<file path="config.mk">
export PLATFORM = sky130hd
export DESIGN_NAME = sorted_event_queue_flat
export DESIGN_NICKNAME = d
export VERILOG_FILES = /design/src/hdl/sevq_pkg.sv /design/src/hdl/sevq_if.sv /design/src/hdl/sevq_cell.sv /design/src/hdl/sorted_event_queue.sv /design/src/flat_wrapper.sv
export SDC_FILE = /design/constraint.sdc
export NUM_CORES = 2
export LEC_CHECK = 0
export CORE_ASPECT_RATIO = 2
export CORE_MARGIN = 1
export CORE_UTILIZATION = 25
export DETAILED_ROUTE_END_ITERATION = 7
export DONT_BUFFER_PORTS = 1
export GPL_ROUTABILITY_DRIVEN = 0
export PLACE_DENSITY = 0.49
export SKIP_LAST_GASP = 1
export SYNTH_ARGS = -nofsm -noshare
export SYNTH_HDL_FRONTEND = slang
export SYNTH_SLANG_ARGS = --single-unit
</file>
<file path="constraint.sdc">
create_clock -name clock -period 16.05 [get_ports clock]
set_input_delay 0.8025 -clock clock [delete_from_list [all_inputs] [get_ports clock]]
set_output_delay 0.8025 -clock clock [all_outputs]
set_load 0.02 [all_outputs]
</file>
<file path="src/hdl/sevq_pkg.sv">
// Shared types and codes for the sorted event queue.
`timescale 1ns / 1ps
package sevq_pkg;

   localparam logic OP_INSERT = 1'b0;
   localparam logic OP_REMOVE = 1'b1;

   typedef enum logic [1:0] {
      STATUS_OK    = 2'd0,
      STATUS_FULL  = 2'd1,
      STATUS_EMPTY = 2'd2
   } status_type;

   // Command broadcast to every cell of the chain.
   typedef struct packed {
      logic insert;
      logic remove;
   } cell_cmd_type;

endpackage

</file>
<file path="src/hdl/sevq_if.sv">
// Valid/ready channel interfaces for requests and responses.
`timescale 1ns / 1ps
interface sevq_req_if #(
   parameter int TIME_BITS = 32,
   parameter int TAG_BITS  = 8
);
   logic                 valid;
   logic                 ready;
   logic                 operation;
   logic [TIME_BITS-1:0] event_time;
   logic [TAG_BITS-1:0]  event_tag;

   modport source (output valid, operation, event_time, event_tag, input ready);
   modport sink   (input valid, operation, event_time, event_tag, output ready);
endinterface

interface sevq_rsp_if #(
   parameter int TIME_BITS = 32,
   parameter int TAG_BITS  = 8,
   parameter int CNT_BITS  = 5
);
   logic                 valid;
   logic                 ready;
   logic [1:0]           status;
   logic [TIME_BITS-1:0] popped_time;
   logic [TAG_BITS-1:0]  popped_tag;
   logic                 head_valid;
   logic [TIME_BITS-1:0] head_time;
   logic [TAG_BITS-1:0]  head_tag;
   logic [CNT_BITS-1:0]  entry_count;

   modport source (output valid, status, popped_time, popped_tag, head_valid,
                   head_time, head_tag, entry_count, input ready);
   modport sink   (input valid, status, popped_time, popped_tag, head_valid,
                   head_time, head_tag, entry_count, output ready);
endinterface

</file>
<file path="src/hdl/sevq_cell.sv">
// One slot of the sorted shift-register queue.
`timescale 1ns / 1ps
module sevq_cell #(
   parameter int TIME_BITS = 32,
   parameter int TAG_BITS  = 8
) (
   input  logic                  clock,
   input  logic                  reset,
   input  sevq_pkg::cell_cmd_type cmd,
   input  logic [TIME_BITS-1:0]  new_time,
   input  logic [TAG_BITS-1:0]   new_tag,
   input  logic                  prev_keep,
   input  logic                  prev_valid,
   input  logic [TIME_BITS-1:0]  prev_time,
   input  logic [TAG_BITS-1:0]   prev_tag,
   input  logic                  next_valid,
   input  logic [TIME_BITS-1:0]  next_time,
   input  logic [TAG_BITS-1:0]   next_tag,
   output logic                  keep,
   output logic                  valid,
   output logic [TIME_BITS-1:0]  slot_time,
   output logic [TAG_BITS-1:0]   slot_tag
);
   import sevq_pkg::*;

   logic                 valid_ff, valid_in;
   logic [TIME_BITS-1:0] time_ff, time_in;
   logic [TAG_BITS-1:0]  tag_ff, tag_in;

   // entry stays put on insert when it sorts at or before the new one
   assign keep = valid_ff && (time_ff <= new_time);

   always_comb begin
      valid_in = valid_ff;
      time_in  = time_ff;
      tag_in   = tag_ff;
      if (cmd.insert && !keep) begin
         if (prev_keep) begin
            valid_in = 1'b1;
            time_in  = new_time;
            tag_in   = new_tag;
         end else begin
            valid_in = prev_valid;
            time_in  = prev_time;
            tag_in   = prev_tag;
         end
      end else if (cmd.remove) begin
         valid_in = next_valid;
         time_in  = next_time;
         tag_in   = next_tag;
      end
   end

   always_ff @(posedge clock) begin
      if (reset) begin
         valid_ff <= 1'b0;
      end else begin
         valid_ff <= valid_in;
      end
      time_ff <= time_in;
      tag_ff  <= tag_in;
   end

   assign valid     = valid_ff;
   assign slot_time = time_ff;
   assign slot_tag  = tag_ff;

endmodule

</file>
<file path="src/hdl/sorted_event_queue.sv">
// Sorted event queue top level: cell chain, count and response register.
`timescale 1ns / 1ps
// Holds up to DEPTH (time, tag) entries in a row of cells, earliest in cell 0;
// equal times leave in arrival order. Every request beat yields one response
// beat with the status, the popped entry (zero on insert or error) and the new
// head and count. The cell chain shifts on the accept edge and the response
// register loads the new head on the next edge. A new request is not taken
// while one is in flight; it is taken in the cycle the previous response is
// consumed. No clearing pass after reset; the block is ready as soon as reset
// is released.
module sorted_event_queue #(
   parameter int DEPTH     = 16,
   parameter int TIME_BITS = 32,
   parameter int TAG_BITS  = 8,
   parameter int CNT_BITS  = $clog2(DEPTH + 1)
) (
   input logic clock,
   input logic reset,
   sevq_req_if.sink   req_bus,
   sevq_rsp_if.source rsp_bus
);
   import sevq_pkg::*;

   cell_cmd_type         cmd;
   logic                 req_fire;
   logic                 is_full, is_empty;

   logic [DEPTH-1:0]     cell_valid;
   logic [DEPTH-1:0]     cell_keep;
   logic [TIME_BITS-1:0] cell_time [DEPTH];
   logic [TAG_BITS-1:0]  cell_tag  [DEPTH];

   logic [CNT_BITS-1:0]  count_ff, count_in;
   logic                 pend_ff;
   status_type           status_ff;
   logic [TIME_BITS-1:0] popped_time_ff;
   logic [TAG_BITS-1:0]  popped_tag_ff;
   logic                 rsp_valid_ff;
   logic [1:0]           rsp_status_ff;
   logic [TIME_BITS-1:0] rsp_popped_time_ff;
   logic [TAG_BITS-1:0]  rsp_popped_tag_ff;
   logic                 rsp_head_valid_ff;
   logic [TIME_BITS-1:0] rsp_head_time_ff;
   logic [TAG_BITS-1:0]  rsp_head_tag_ff;
   logic [CNT_BITS-1:0]  rsp_count_ff;

   assign is_full  = (count_ff == CNT_BITS'(DEPTH));
   assign is_empty = (count_ff == '0);

   assign req_bus.ready = !pend_ff && (!rsp_valid_ff || rsp_bus.ready);
   assign req_fire      = req_bus.valid && req_bus.ready;

   assign cmd.insert = req_fire && (req_bus.operation == OP_INSERT) && !is_full;
   assign cmd.remove = req_fire && (req_bus.operation == OP_REMOVE) && !is_empty;

   always_comb begin
      count_in = count_ff;
      if (cmd.insert) begin
         count_in = count_ff + CNT_BITS'(1);
      end else if (cmd.remove) begin
         count_in = count_ff - CNT_BITS'(1);
      end
   end

   for (genvar i = 0; i < DEPTH; i++) begin : g_cell
      logic                 p_keep, p_valid, n_valid;
      logic [TIME_BITS-1:0] p_time, n_time;
      logic [TAG_BITS-1:0]  p_tag, n_tag;

      if (i == 0) begin : g_first
         assign p_keep  = 1'b1;
         assign p_valid = 1'b0;
         assign p_time  = '0;
         assign p_tag   = '0;
      end else begin : g_mid
         assign p_keep  = cell_keep[i-1];
         assign p_valid = cell_valid[i-1];
         assign p_time  = cell_time[i-1];
         assign p_tag   = cell_tag[i-1];
      end

      if (i == DEPTH - 1) begin : g_last
         assign n_valid = 1'b0;
         assign n_time  = '0;
         assign n_tag   = '0;
      end else begin : g_inner
         assign n_valid = cell_valid[i+1];
         assign n_time  = cell_time[i+1];
         assign n_tag   = cell_tag[i+1];
      end

      sevq_cell #(
         .TIME_BITS (TIME_BITS),
         .TAG_BITS  (TAG_BITS)
      ) u_cell (
         .clock      (clock),
         .reset      (reset),
         .cmd        (cmd),
         .new_time   (req_bus.event_time),
         .new_tag    (req_bus.event_tag),
         .prev_keep  (p_keep),
         .prev_valid (p_valid),
         .prev_time  (p_time),
         .prev_tag   (p_tag),
         .next_valid (n_valid),
         .next_time  (n_time),
         .next_tag   (n_tag),
         .keep       (cell_keep[i]),
         .valid      (cell_valid[i]),
         .slot_time  (cell_time[i]),
         .slot_tag   (cell_tag[i])
      );
   end

   always_ff @(posedge clock) begin
      if (reset) begin
         count_ff     <= '0;
         pend_ff      <= 1'b0;
         rsp_valid_ff <= 1'b0;
      end else begin
         count_ff <= count_in;
         pend_ff  <= req_fire;
         if (pend_ff) begin
            rsp_valid_ff <= 1'b1;
         end else if (rsp_bus.ready) begin
            rsp_valid_ff <= 1'b0;
         end
      end

      if (req_fire) begin
         status_ff      <= STATUS_OK;
         popped_time_ff <= '0;
         popped_tag_ff  <= '0;
         if (req_bus.operation == OP_INSERT) begin
            if (is_full) begin
               status_ff <= STATUS_FULL;
            end
         end else if (is_empty) begin
            status_ff <= STATUS_EMPTY;
         end else begin
            popped_time_ff <= cell_time[0];
            popped_tag_ff  <= cell_tag[0];
         end
      end

      // chain has settled by the edge after the accept
      if (pend_ff) begin
         rsp_status_ff      <= status_ff;
         rsp_popped_time_ff <= popped_time_ff;
         rsp_popped_tag_ff  <= popped_tag_ff;
         rsp_head_valid_ff  <= cell_valid[0];
         rsp_head_time_ff   <= cell_valid[0] ? cell_time[0] : '0;
         rsp_head_tag_ff    <= cell_valid[0] ? cell_tag[0] : '0;
         rsp_count_ff       <= count_ff;
      end
   end

   assign rsp_bus.valid       = rsp_valid_ff;
   assign rsp_bus.status      = rsp_status_ff;
   assign rsp_bus.popped_time = rsp_popped_time_ff;
   assign rsp_bus.popped_tag  = rsp_popped_tag_ff;
   assign rsp_bus.head_valid  = rsp_head_valid_ff;
   assign rsp_bus.head_time   = rsp_head_time_ff;
   assign rsp_bus.head_tag    = rsp_head_tag_ff;
   assign rsp_bus.entry_count = rsp_count_ff;

   a_count_matches_cells: assert property (@(posedge clock) disable iff (reset)
      $countones(cell_valid) == int'(count_ff))
      else $error("occupancy count disagrees with valid cells");

   a_cells_packed: assert property (@(posedge clock) disable iff (reset)
      (cell_valid & (cell_valid + DEPTH'(1))) == '0)
      else $error("valid cells are not packed toward the head");

   a_head_ordered: assert property (@(posedge clock) disable iff (reset)
      cell_valid[1] |-> (cell_time[0] <= cell_time[1]))
      else $error("head entry is later than its successor");

   a_accept_then_response: assert property (@(posedge clock) disable iff (reset)
      req_fire |=> (pend_ff && !req_bus.ready) ##1 rsp_valid_ff)
      else $error("accepted beat did not produce a response");

endmodule
</file>
<file path="src/flat_wrapper.sv">
// flat-port wrapper written by rule: the top's interface ports become plain ports
module sorted_event_queue_flat import sevq_pkg::*;
#(
   parameter int DEPTH     = 16,
   parameter int TIME_BITS = 32,
   parameter int TAG_BITS  = 8,
   parameter int CNT_BITS  = $clog2(DEPTH + 1)
)
  (clock, reset, req_bus_valid, req_bus_operation, req_bus_event_time, req_bus_event_tag, req_bus_ready, rsp_bus_valid, rsp_bus_status, rsp_bus_popped_time, rsp_bus_popped_tag, rsp_bus_head_valid, rsp_bus_head_time, rsp_bus_head_tag, rsp_bus_entry_count, rsp_bus_ready);
  sevq_req_if #(.TIME_BITS(TIME_BITS), .TAG_BITS(TAG_BITS)) req_bus_i ();
  sevq_rsp_if #(.TIME_BITS(TIME_BITS), .TAG_BITS(TAG_BITS), .CNT_BITS(CNT_BITS)) rsp_bus_i ();
  input logic clock;
  input logic reset;
  input wire logic [$bits(req_bus_i.valid)-1:0] req_bus_valid;
  input wire logic [$bits(req_bus_i.operation)-1:0] req_bus_operation;
  input wire logic [$bits(req_bus_i.event_time)-1:0] req_bus_event_time;
  input wire logic [$bits(req_bus_i.event_tag)-1:0] req_bus_event_tag;
  output wire logic [$bits(req_bus_i.ready)-1:0] req_bus_ready;
  output wire logic [$bits(rsp_bus_i.valid)-1:0] rsp_bus_valid;
  output wire logic [$bits(rsp_bus_i.status)-1:0] rsp_bus_status;
  output wire logic [$bits(rsp_bus_i.popped_time)-1:0] rsp_bus_popped_time;
  output wire logic [$bits(rsp_bus_i.popped_tag)-1:0] rsp_bus_popped_tag;
  output wire logic [$bits(rsp_bus_i.head_valid)-1:0] rsp_bus_head_valid;
  output wire logic [$bits(rsp_bus_i.head_time)-1:0] rsp_bus_head_time;
  output wire logic [$bits(rsp_bus_i.head_tag)-1:0] rsp_bus_head_tag;
  output wire logic [$bits(rsp_bus_i.entry_count)-1:0] rsp_bus_entry_count;
  input wire logic [$bits(rsp_bus_i.ready)-1:0] rsp_bus_ready;
  assign req_bus_i.valid = req_bus_valid;
  assign req_bus_i.operation = req_bus_operation;
  assign req_bus_i.event_time = req_bus_event_time;
  assign req_bus_i.event_tag = req_bus_event_tag;
  assign req_bus_ready = req_bus_i.ready;
  assign rsp_bus_valid = rsp_bus_i.valid;
  assign rsp_bus_status = rsp_bus_i.status;
  assign rsp_bus_popped_time = rsp_bus_i.popped_time;
  assign rsp_bus_popped_tag = rsp_bus_i.popped_tag;
  assign rsp_bus_head_valid = rsp_bus_i.head_valid;
  assign rsp_bus_head_time = rsp_bus_i.head_time;
  assign rsp_bus_head_tag = rsp_bus_i.head_tag;
  assign rsp_bus_entry_count = rsp_bus_i.entry_count;
  assign rsp_bus_i.ready = rsp_bus_ready;
  sorted_event_queue #(.DEPTH(DEPTH), .TIME_BITS(TIME_BITS), .TAG_BITS(TAG_BITS), .CNT_BITS(CNT_BITS)) u_core (.clock(clock), .reset(reset), .req_bus(req_bus_i), .rsp_bus(rsp_bus_i));
endmodule
</file>
### Yosys cells after proc, flatten, opt, wreduce, memory -nomap -nowiden

Cells that the tools add are included.

| storage, ports and cells | value |
|---|---|
| output and inout port bits | 90 |
| register bits after elaboration | 793 |
| logic and storage cells | 308 |
| bits of input ports | 45 |

| operators by class | value |
|---|---|
| equal/unequal tests | 1 |
| mux-type cells | 148 |
| magnitude comparators | 16 |
| $add $sub $neg | 2 |
| bitwise gates (word level) | 1 |
| reductions and logical operators | 79 |

Operators with widths:

| cell | count |
|---|---|
| 2-to-1 mux 32 bit | 47 |
| <= comparator 32 bit | 16 |
| 2-to-1 mux 8 bit | 47 |
| 2-to-1 mux 1 bit | 50 |
| logical AND 1 bit | 38 |
| nonzero test 2 bit | 18 |
| logical NOT 1 bit | 20 |
| 2-to-1 mux 5 bit | 2 |
| adder 5 x 1 -> 5 bit (second input constant) | 1 |
| == test 5 bit (second input constant) | 1 |
| logical NOT 5 bit | 1 |
| subtractor 5 x 1 -> 5 bit (second input constant) | 1 |
| 2-to-1 mux 2 bit | 2 |
| OR reduction 2 bit | 1 |
| logical OR 1 bit | 1 |
| NOT 1 bit | 1 |

### Longest topological paths before layout

| logic depth | value |
|---|---|
| depth after elaboration | 8 |
| depth in mapped cells | 15 |
| gate-level depth less buffers | 11 |

### Hierarchy

Synthesis repeated with hierarchy kept, for this count alone.

| unflattened totals | value |
|---|---|
| cell total of the unflattened synthesis | 4389 |
| area, all modules | 57047.2 um^2 |

Modules (own cells, without submodules):

| module | cells each | sequential area each (um^2) | times used | area an instance (um^2) |
|---|---|---|---|---|
| sevq_cell at u_core.g_cell[0].u_cell ... | 257 | 1221.2 | 15 | 3255.6 |
| sorted_event_queue | 279 | 4043.9 | 1 | 4948.5 |
| sevq_cell at u_core.g_cell[15].u_cell | 255 | 1221.2 | 1 | 3264.4 |

### Worst setup path before layout

No wires, ideal clock.

| path | value |
|---|---|
| kind | register to register |
| start | register u_core.pend_ff |
| end | register u_core.g_cell[5].u_cell.tag_ff[0], enable pin |
| path buffers | 2 |
| period minus slack after synthesis | 7.513 ns |
| data required time | 15.557 ns |
| cell stages (with the launch flop) | 6 |
| library setup time | 0.493 ns |
| data arrival time | 7.020 ns |
| setup slack | 8.537 ns |
| cell sequence | dfxtp_1 -> nor3_1 -> nand2_1 -> clkbuf_1 -> clkbuf_1 -> o21ai_0 |

| between the ends | value |
|---|---|
| word-level cells in the longest chain between the ends | 7 |
| elaborated cells between the ends (all ways) | 9 |
| classes of those cells | reduce/logical: 9 |

RTL lines:

| what | RTL line | source |
|---|---|---|
| from (decl) | sorted_event_queue.sv:34 | `logic pend_ff;` |
| from (signal assigned) | sorted_event_queue.sv:122 | `pend_ff <= req_fire;` |
| logical NOT 1 bit (*) | sorted_event_queue.sv:50 | `assign req_bus.ready = !pend_ff && (!rsp_valid_ff \|\| rsp_bus.ready);` |
| logical AND 1 bit (*) | sorted_event_queue.sv:50 |  |
| logical AND 1 bit (*) | sorted_event_queue.sv:51 | `assign req_fire = req_bus.valid && req_bus.ready;` |
| via u_core.req_fire | sorted_event_queue.sv:25 | `logic req_fire;` |
| logical AND 1 bit (2 in series) | sorted_event_queue.sv:53 | `assign cmd.insert = req_fire && (req_bus.operation == OP_INSERT) && !is_full;` |
| logical AND 1 bit | sevq_cell.sv:37 | `if (cmd.insert && !keep) begin` |
| nonzero test 2 bit (no source line) (*) | n/a |  |
| to (signal assigned) | sevq_cell.sv:61 | `tag_ff <= tag_in;` |
| to (decl) | sevq_cell.sv:28 | `logic [TAG_BITS-1:0] tag_ff, tag_in;` |

The timed path passes the listed nets; every way through them passes the cells marked *.
A chain may end at the register's enable or synchronous reset.

### Worst setup path after layout

| path | value |
|---|---|
| start | input req_bus_event_time[27] |
| end | register u_core.g_cell[10].u_cell.time_ff[12], enable pin |

| between the ends | value |
|---|---|
| word-level cells in the longest chain between the ends | 5 |

RTL lines:

| what | RTL line | source |
|---|---|---|
| from (decl) | flat_wrapper.sv:16 | `input wire logic [$bits(req_bus_i.event_time)-1:0] req_bus_event_time;` |
| <= comparator 32 bit | sevq_cell.sv:31 | `assign keep = valid_ff && (time_ff <= new_time);` |
| logical AND 1 bit | sevq_cell.sv:31 |  |
| logical NOT 1 bit | sevq_cell.sv:37 |  |
| logical AND 1 bit | sevq_cell.sv:37 |  |
| nonzero test 2 bit (no source line) | n/a |  |
| to (signal assigned) | sevq_cell.sv:60 | `time_ff <= time_in;` |
| to (decl) | sevq_cell.sv:27 | `logic [TIME_BITS-1:0] time_ff, time_in;` |

Every way passes these cells.

==> summary.txt <==
Placed design
  – Post-DP HPWL: 148 mm
  – Place WS: 9.92 ns
  – I/O Buffers: 0

Worst hold path
  – Hold path depth: 1
  – Hold Crit Start: reset
  – Worst min-delay path class: input port to register
  – Endpoint, Worst Hold: u_core.count_ff[1]

Route
  – DRT antenna net count: 0
  – DR vias/cell: between 5 and 6
  – Vias: 38486
  – Avg WL per Cell: 29.2 um
  – Initial DRT Pass Iterations: 6
  – DRC: 0
  – Initial DRC count: between 2000 and 3000
  – Post-Route WL: 208 mm

Global routing
  – Pin count of the biggest net entering global routing: 73
  – Vias in the first global route: between 30000 and 40000
  – Gr ovfl total: 0
  – Total track usage: between 20% and 30%
  – Initial antenna violation count: 5
  – First-pass GRT wire length: 290 mm

Setup path
  – Launch point of the worst reg-to-reg path: u_core.g_cell[10].u_cell.slot_time[27]
  – Critical path arrival: 5.82 ns
  – Critical path class: input port to register
  – Crit path from: req_bus_event_time[27]
  – Reg2Reg Setup Slack: around 11 ns
  – Setup crit end kind: register
  – Crit Path Max Fanout: 40
  – CP max stage cell: buf_4
  – Most used cell, CP: buf_4
  – CP startpoint kind: input port
  – CP max stage delay: 0.78 ns
  – Worst Path Required: approximately 16 ns
  – Reg-to-reg endpoint: u_core.g_cell[10].u_cell.slot_time[12]
  – R2R depth: 9
  – CP Cell Sequence: inv_1, ha_1, nand4_1, nor4_1, nand2_1, a31oi_1, o22ai_4, buf_4, o21ai_4, buf_4

STA
  – Setup TNS: 0 ns
  – Final Hold Viols: 0
  – Tcrit/Tclk final: about 34%
  – Fin crit period: between 5 and 6 ns
  – Min Hold Slack: about 0.18 ns
  – Fmax: 182 MHz
  – Slew Viols, Final: 0
  – Final WS setup: 10.54 ns
  – RSZ-0062 raised after global routing: false
  – Least-Margin Pin Slew: roughly 1.4 ns
  – Slew Limit Headroom: approximately 6.8%
  – Setup violators final: 0
  – Clock Skew: 0.0300 ns

CTS
  – Clk buf depth: 3
  – Clk Latency, worst-skew pair: ~0.70 ns
  – Post-cts gate resize count: 0
  – CTS tree: done
  – H-tree lvl count: 3
  – TritonCTS Buffers: 75
  – Clock Pin Slew Worst Setup and Hold Paths: 0.07 ns
  – CTS sink cnt: 793
  – Post-CTS setup buffers: 0
  – Clock root buffer: clkbuf_16
  – Hold buffer count at CTS: 0

Floorplanning
  – DIE AREA: 0.201 mm2
  – Die W: around 320 um
  – Initial Utilization: 25.1%
  – Rows: 231
  – Die Y: 632 um
  – Core area: 0.198 mm2
  – I/O pins: 135

Final layout
  – Reg area: between 0.02 and 0.025 mm2
  – Footprint of the multi-input gates: ~0.025 mm2
  – Filler cells: between 20000 and 25000
  – Share of cells above drive strength 1: 7.29%
  – Nets@finish: 5067
  – Area growth syn-to-layout: 10.7%

Logic synthesis
  – Most used DFF post-synth: edfxtp_1
  – Async SR Flop Fraction: 0%
  – Post-Syn Nets: between 5000 and 6000
  – Largest family of logic cells by synthesized area: compound AO/OA/AOI/OAI gates
  – Synth Area in XOR/XNOR: 0.0705%
  – Compound-Gate Fraction of Synth Area: 13.8%
  – Synth unique cells: 77
  – Post-synth EDFFs: 770
  – Synthesized area per cell: 10.7 um2
  – Ys Warns: 0
  – Seq/Total Area, Yosys: 47.5%
  – Post-synthesis mux area share: between 10% and 20%
  – Netlist Area Pre-Place: 0.0497 mm2
  – Post-synthesis adder-cell area fraction: 13.0%
  – FF+latch count, synth: 793
  – Post-Synth Simple-Gate Area: 11.5%
  – Cells after Synth: between 4000 and 5000

Run status
  – Status: finished, final reports clean

Power and ir drop
  – Pwr Density: 125 mW/mm2
  – VDD IR max: between 0.00008 and 0.00009 V
  – Lkg Pwr: 19.9 nW

Job
  – Number of max-cap violations: 0
power by group:
part / switching (W) / internal [W] / total, W
combinational: 0.00116 / 0.000591 / 0.00176
sequential: 0.000375 / 0.00280 / 0.00317
clock: 0.000921 / 0.00102 / 0.00194
total: 0.00246 / 0.00441 / 0.00687
worst max-delay path by stage:
stage                                                        end  slack, ns
final                     u_core.g_cell[10].u_cell.slot_time[12]      10.54
after global routing      u_core.g_cell[10].u_cell.slot_time[12]      10.60
after CTS                 u_core.g_cell[10].u_cell.slot_time[14]      10.65
after detailed placement  u_core.g_cell[10].u_cell.slot_time[12]       9.92
after global placement    u_core.g_cell[10].u_cell.slot_time[12]       9.98
after floorplan              u_core.g_cell[5].u_cell.slot_tag[0]       8.54
critical path: cells and delay by family:
kind / cells / cell delay (ns)
compound gates: 3 / 1.28
simple gates: 3 / 1.44
fa+ha+maj: 1 / 0.29
buf+inv: 3 / 1.81
flip-flops by register name, summed over array words and instances (netlist names), 5 cells and up:
register and flops:
u_core.count_ff 5, u_core.g_cell.u_cell.slot_tag 128, u_core.g_cell.u_cell.slot_time 512, u_core.g_cell.u_cell.valid 16, u_core.popped_tag_ff 8, u_core.popped_time_ff 32
u_core.rsp_bus.entry_count 5, u_core.rsp_bus.head_tag 8, u_core.rsp_bus.head_time 32, u_core.rsp_bus.popped_tag 8, u_core.rsp_bus.popped_time 32
cell usage after synthesis, types with 11 or more instances:
cell       count  area share [%]
nor2b_1       21            0.26
a2bb2oi_1     43            0.76
o211ai_1      27            0.41
nand2b_1      12            0.15
nor4_1        24            0.30
a31oi_1      134             1.7
dfxtp_1       23            0.93
mux2_2        69             1.6
a22oi_1       15            0.23
mux2i_1      402             8.1
o21ai_1       82            0.83
a21oi_1      435             4.4
ha_1         515              13
clkbuf_1     200             1.5
a21o_1        34            0.51
and2_1        83             1.0
nor2_1       337             2.5
buf_6         12            0.27
buf_4         12            0.18
nor3_1        21            0.21
a311oi_1      43            0.76
o21ai_0      274             2.8
nand4_1      104             1.3
buf_2         87            0.88
mux2_1        49             1.1
a221oi_1      11            0.19
inv_1         69            0.52
edfxtp_1     770              47
a211oi_1      11            0.17
nand2_1      563             4.3
nand3_1       70            0.71
final cells by class:
class / count / share of cell area (%)
inverters: 70 / 0.482
diodes: 1 / 0.00455
clock inverters: 53 / 1.04
clock buffers: 85 / 3.48
flip-flops and latches: 793 / 42.9
well taps: 2563 / 5.83
repair buffers: 82 / 1.12
multi-input cells: 3484 / 45.2
stage by stage:
step           instance area, um2  cells  util [%]  power, W
2_1_floorplan               49700   4662         -   0.00416
3_3_place_gp                52500   6992      26.6   0.00490
3_5_place_dp                52500   6992      26.6   0.00495
4_1_cts                     55000   7130      27.8   0.00689
5_1_grt                     55000   7131      27.8   0.00714
6_report                    55000   7131      27.8   0.00687
cell families after synthesis:
| group | Yosys count |
|---|---|
| compound gates | 1165 |
| xor+xnor | 4 |
| fa+ha+maj | 516 |
| buf+inv | 385 |
| flops | 793 |
| mux | 520 |
| simple gates | 1279 |
metal layers:
metal  up-vias  part of all wire, %  GRT usage [%]
met5         -               0.0053              0
li1      17246                    -              -
met1     19106                   32           18.8
met2      1480                   53           38.1
met3       652                  4.6           2.67
met4         2                   10           17.9
layout by cell type (no fill, tap or decap), types with 9 or more instances in the layout:
cell       count
and2_1        83
o21ai_1       80
clkbuf_16     75
nor4_1        22
a22oi_1       15
clkbuf_1      10
mux2i_1      402
clkinv_1      17
o211ai_1      27
mux2_2        69
a2bb2oi_1     43
nand2_1      554
buf_4         82
a221oi_1      11
o21ai_0      269
nor3_1        19
nand3_1       68
a211oi_1      11
a311oi_1      43
ha_1         515
inv_1         69
nor2b_1       19
a21oi_1      432
nand2b_1      11
edfxtp_1     770
dfxtp_1       21
clkinv_2      13
nand4_1      104
bufinv_16      9
nor2_1       334
a21o_1        31
a31oi_1      132
mux2_1        49
No activity file was read; power rests on OpenSTA's default activity.
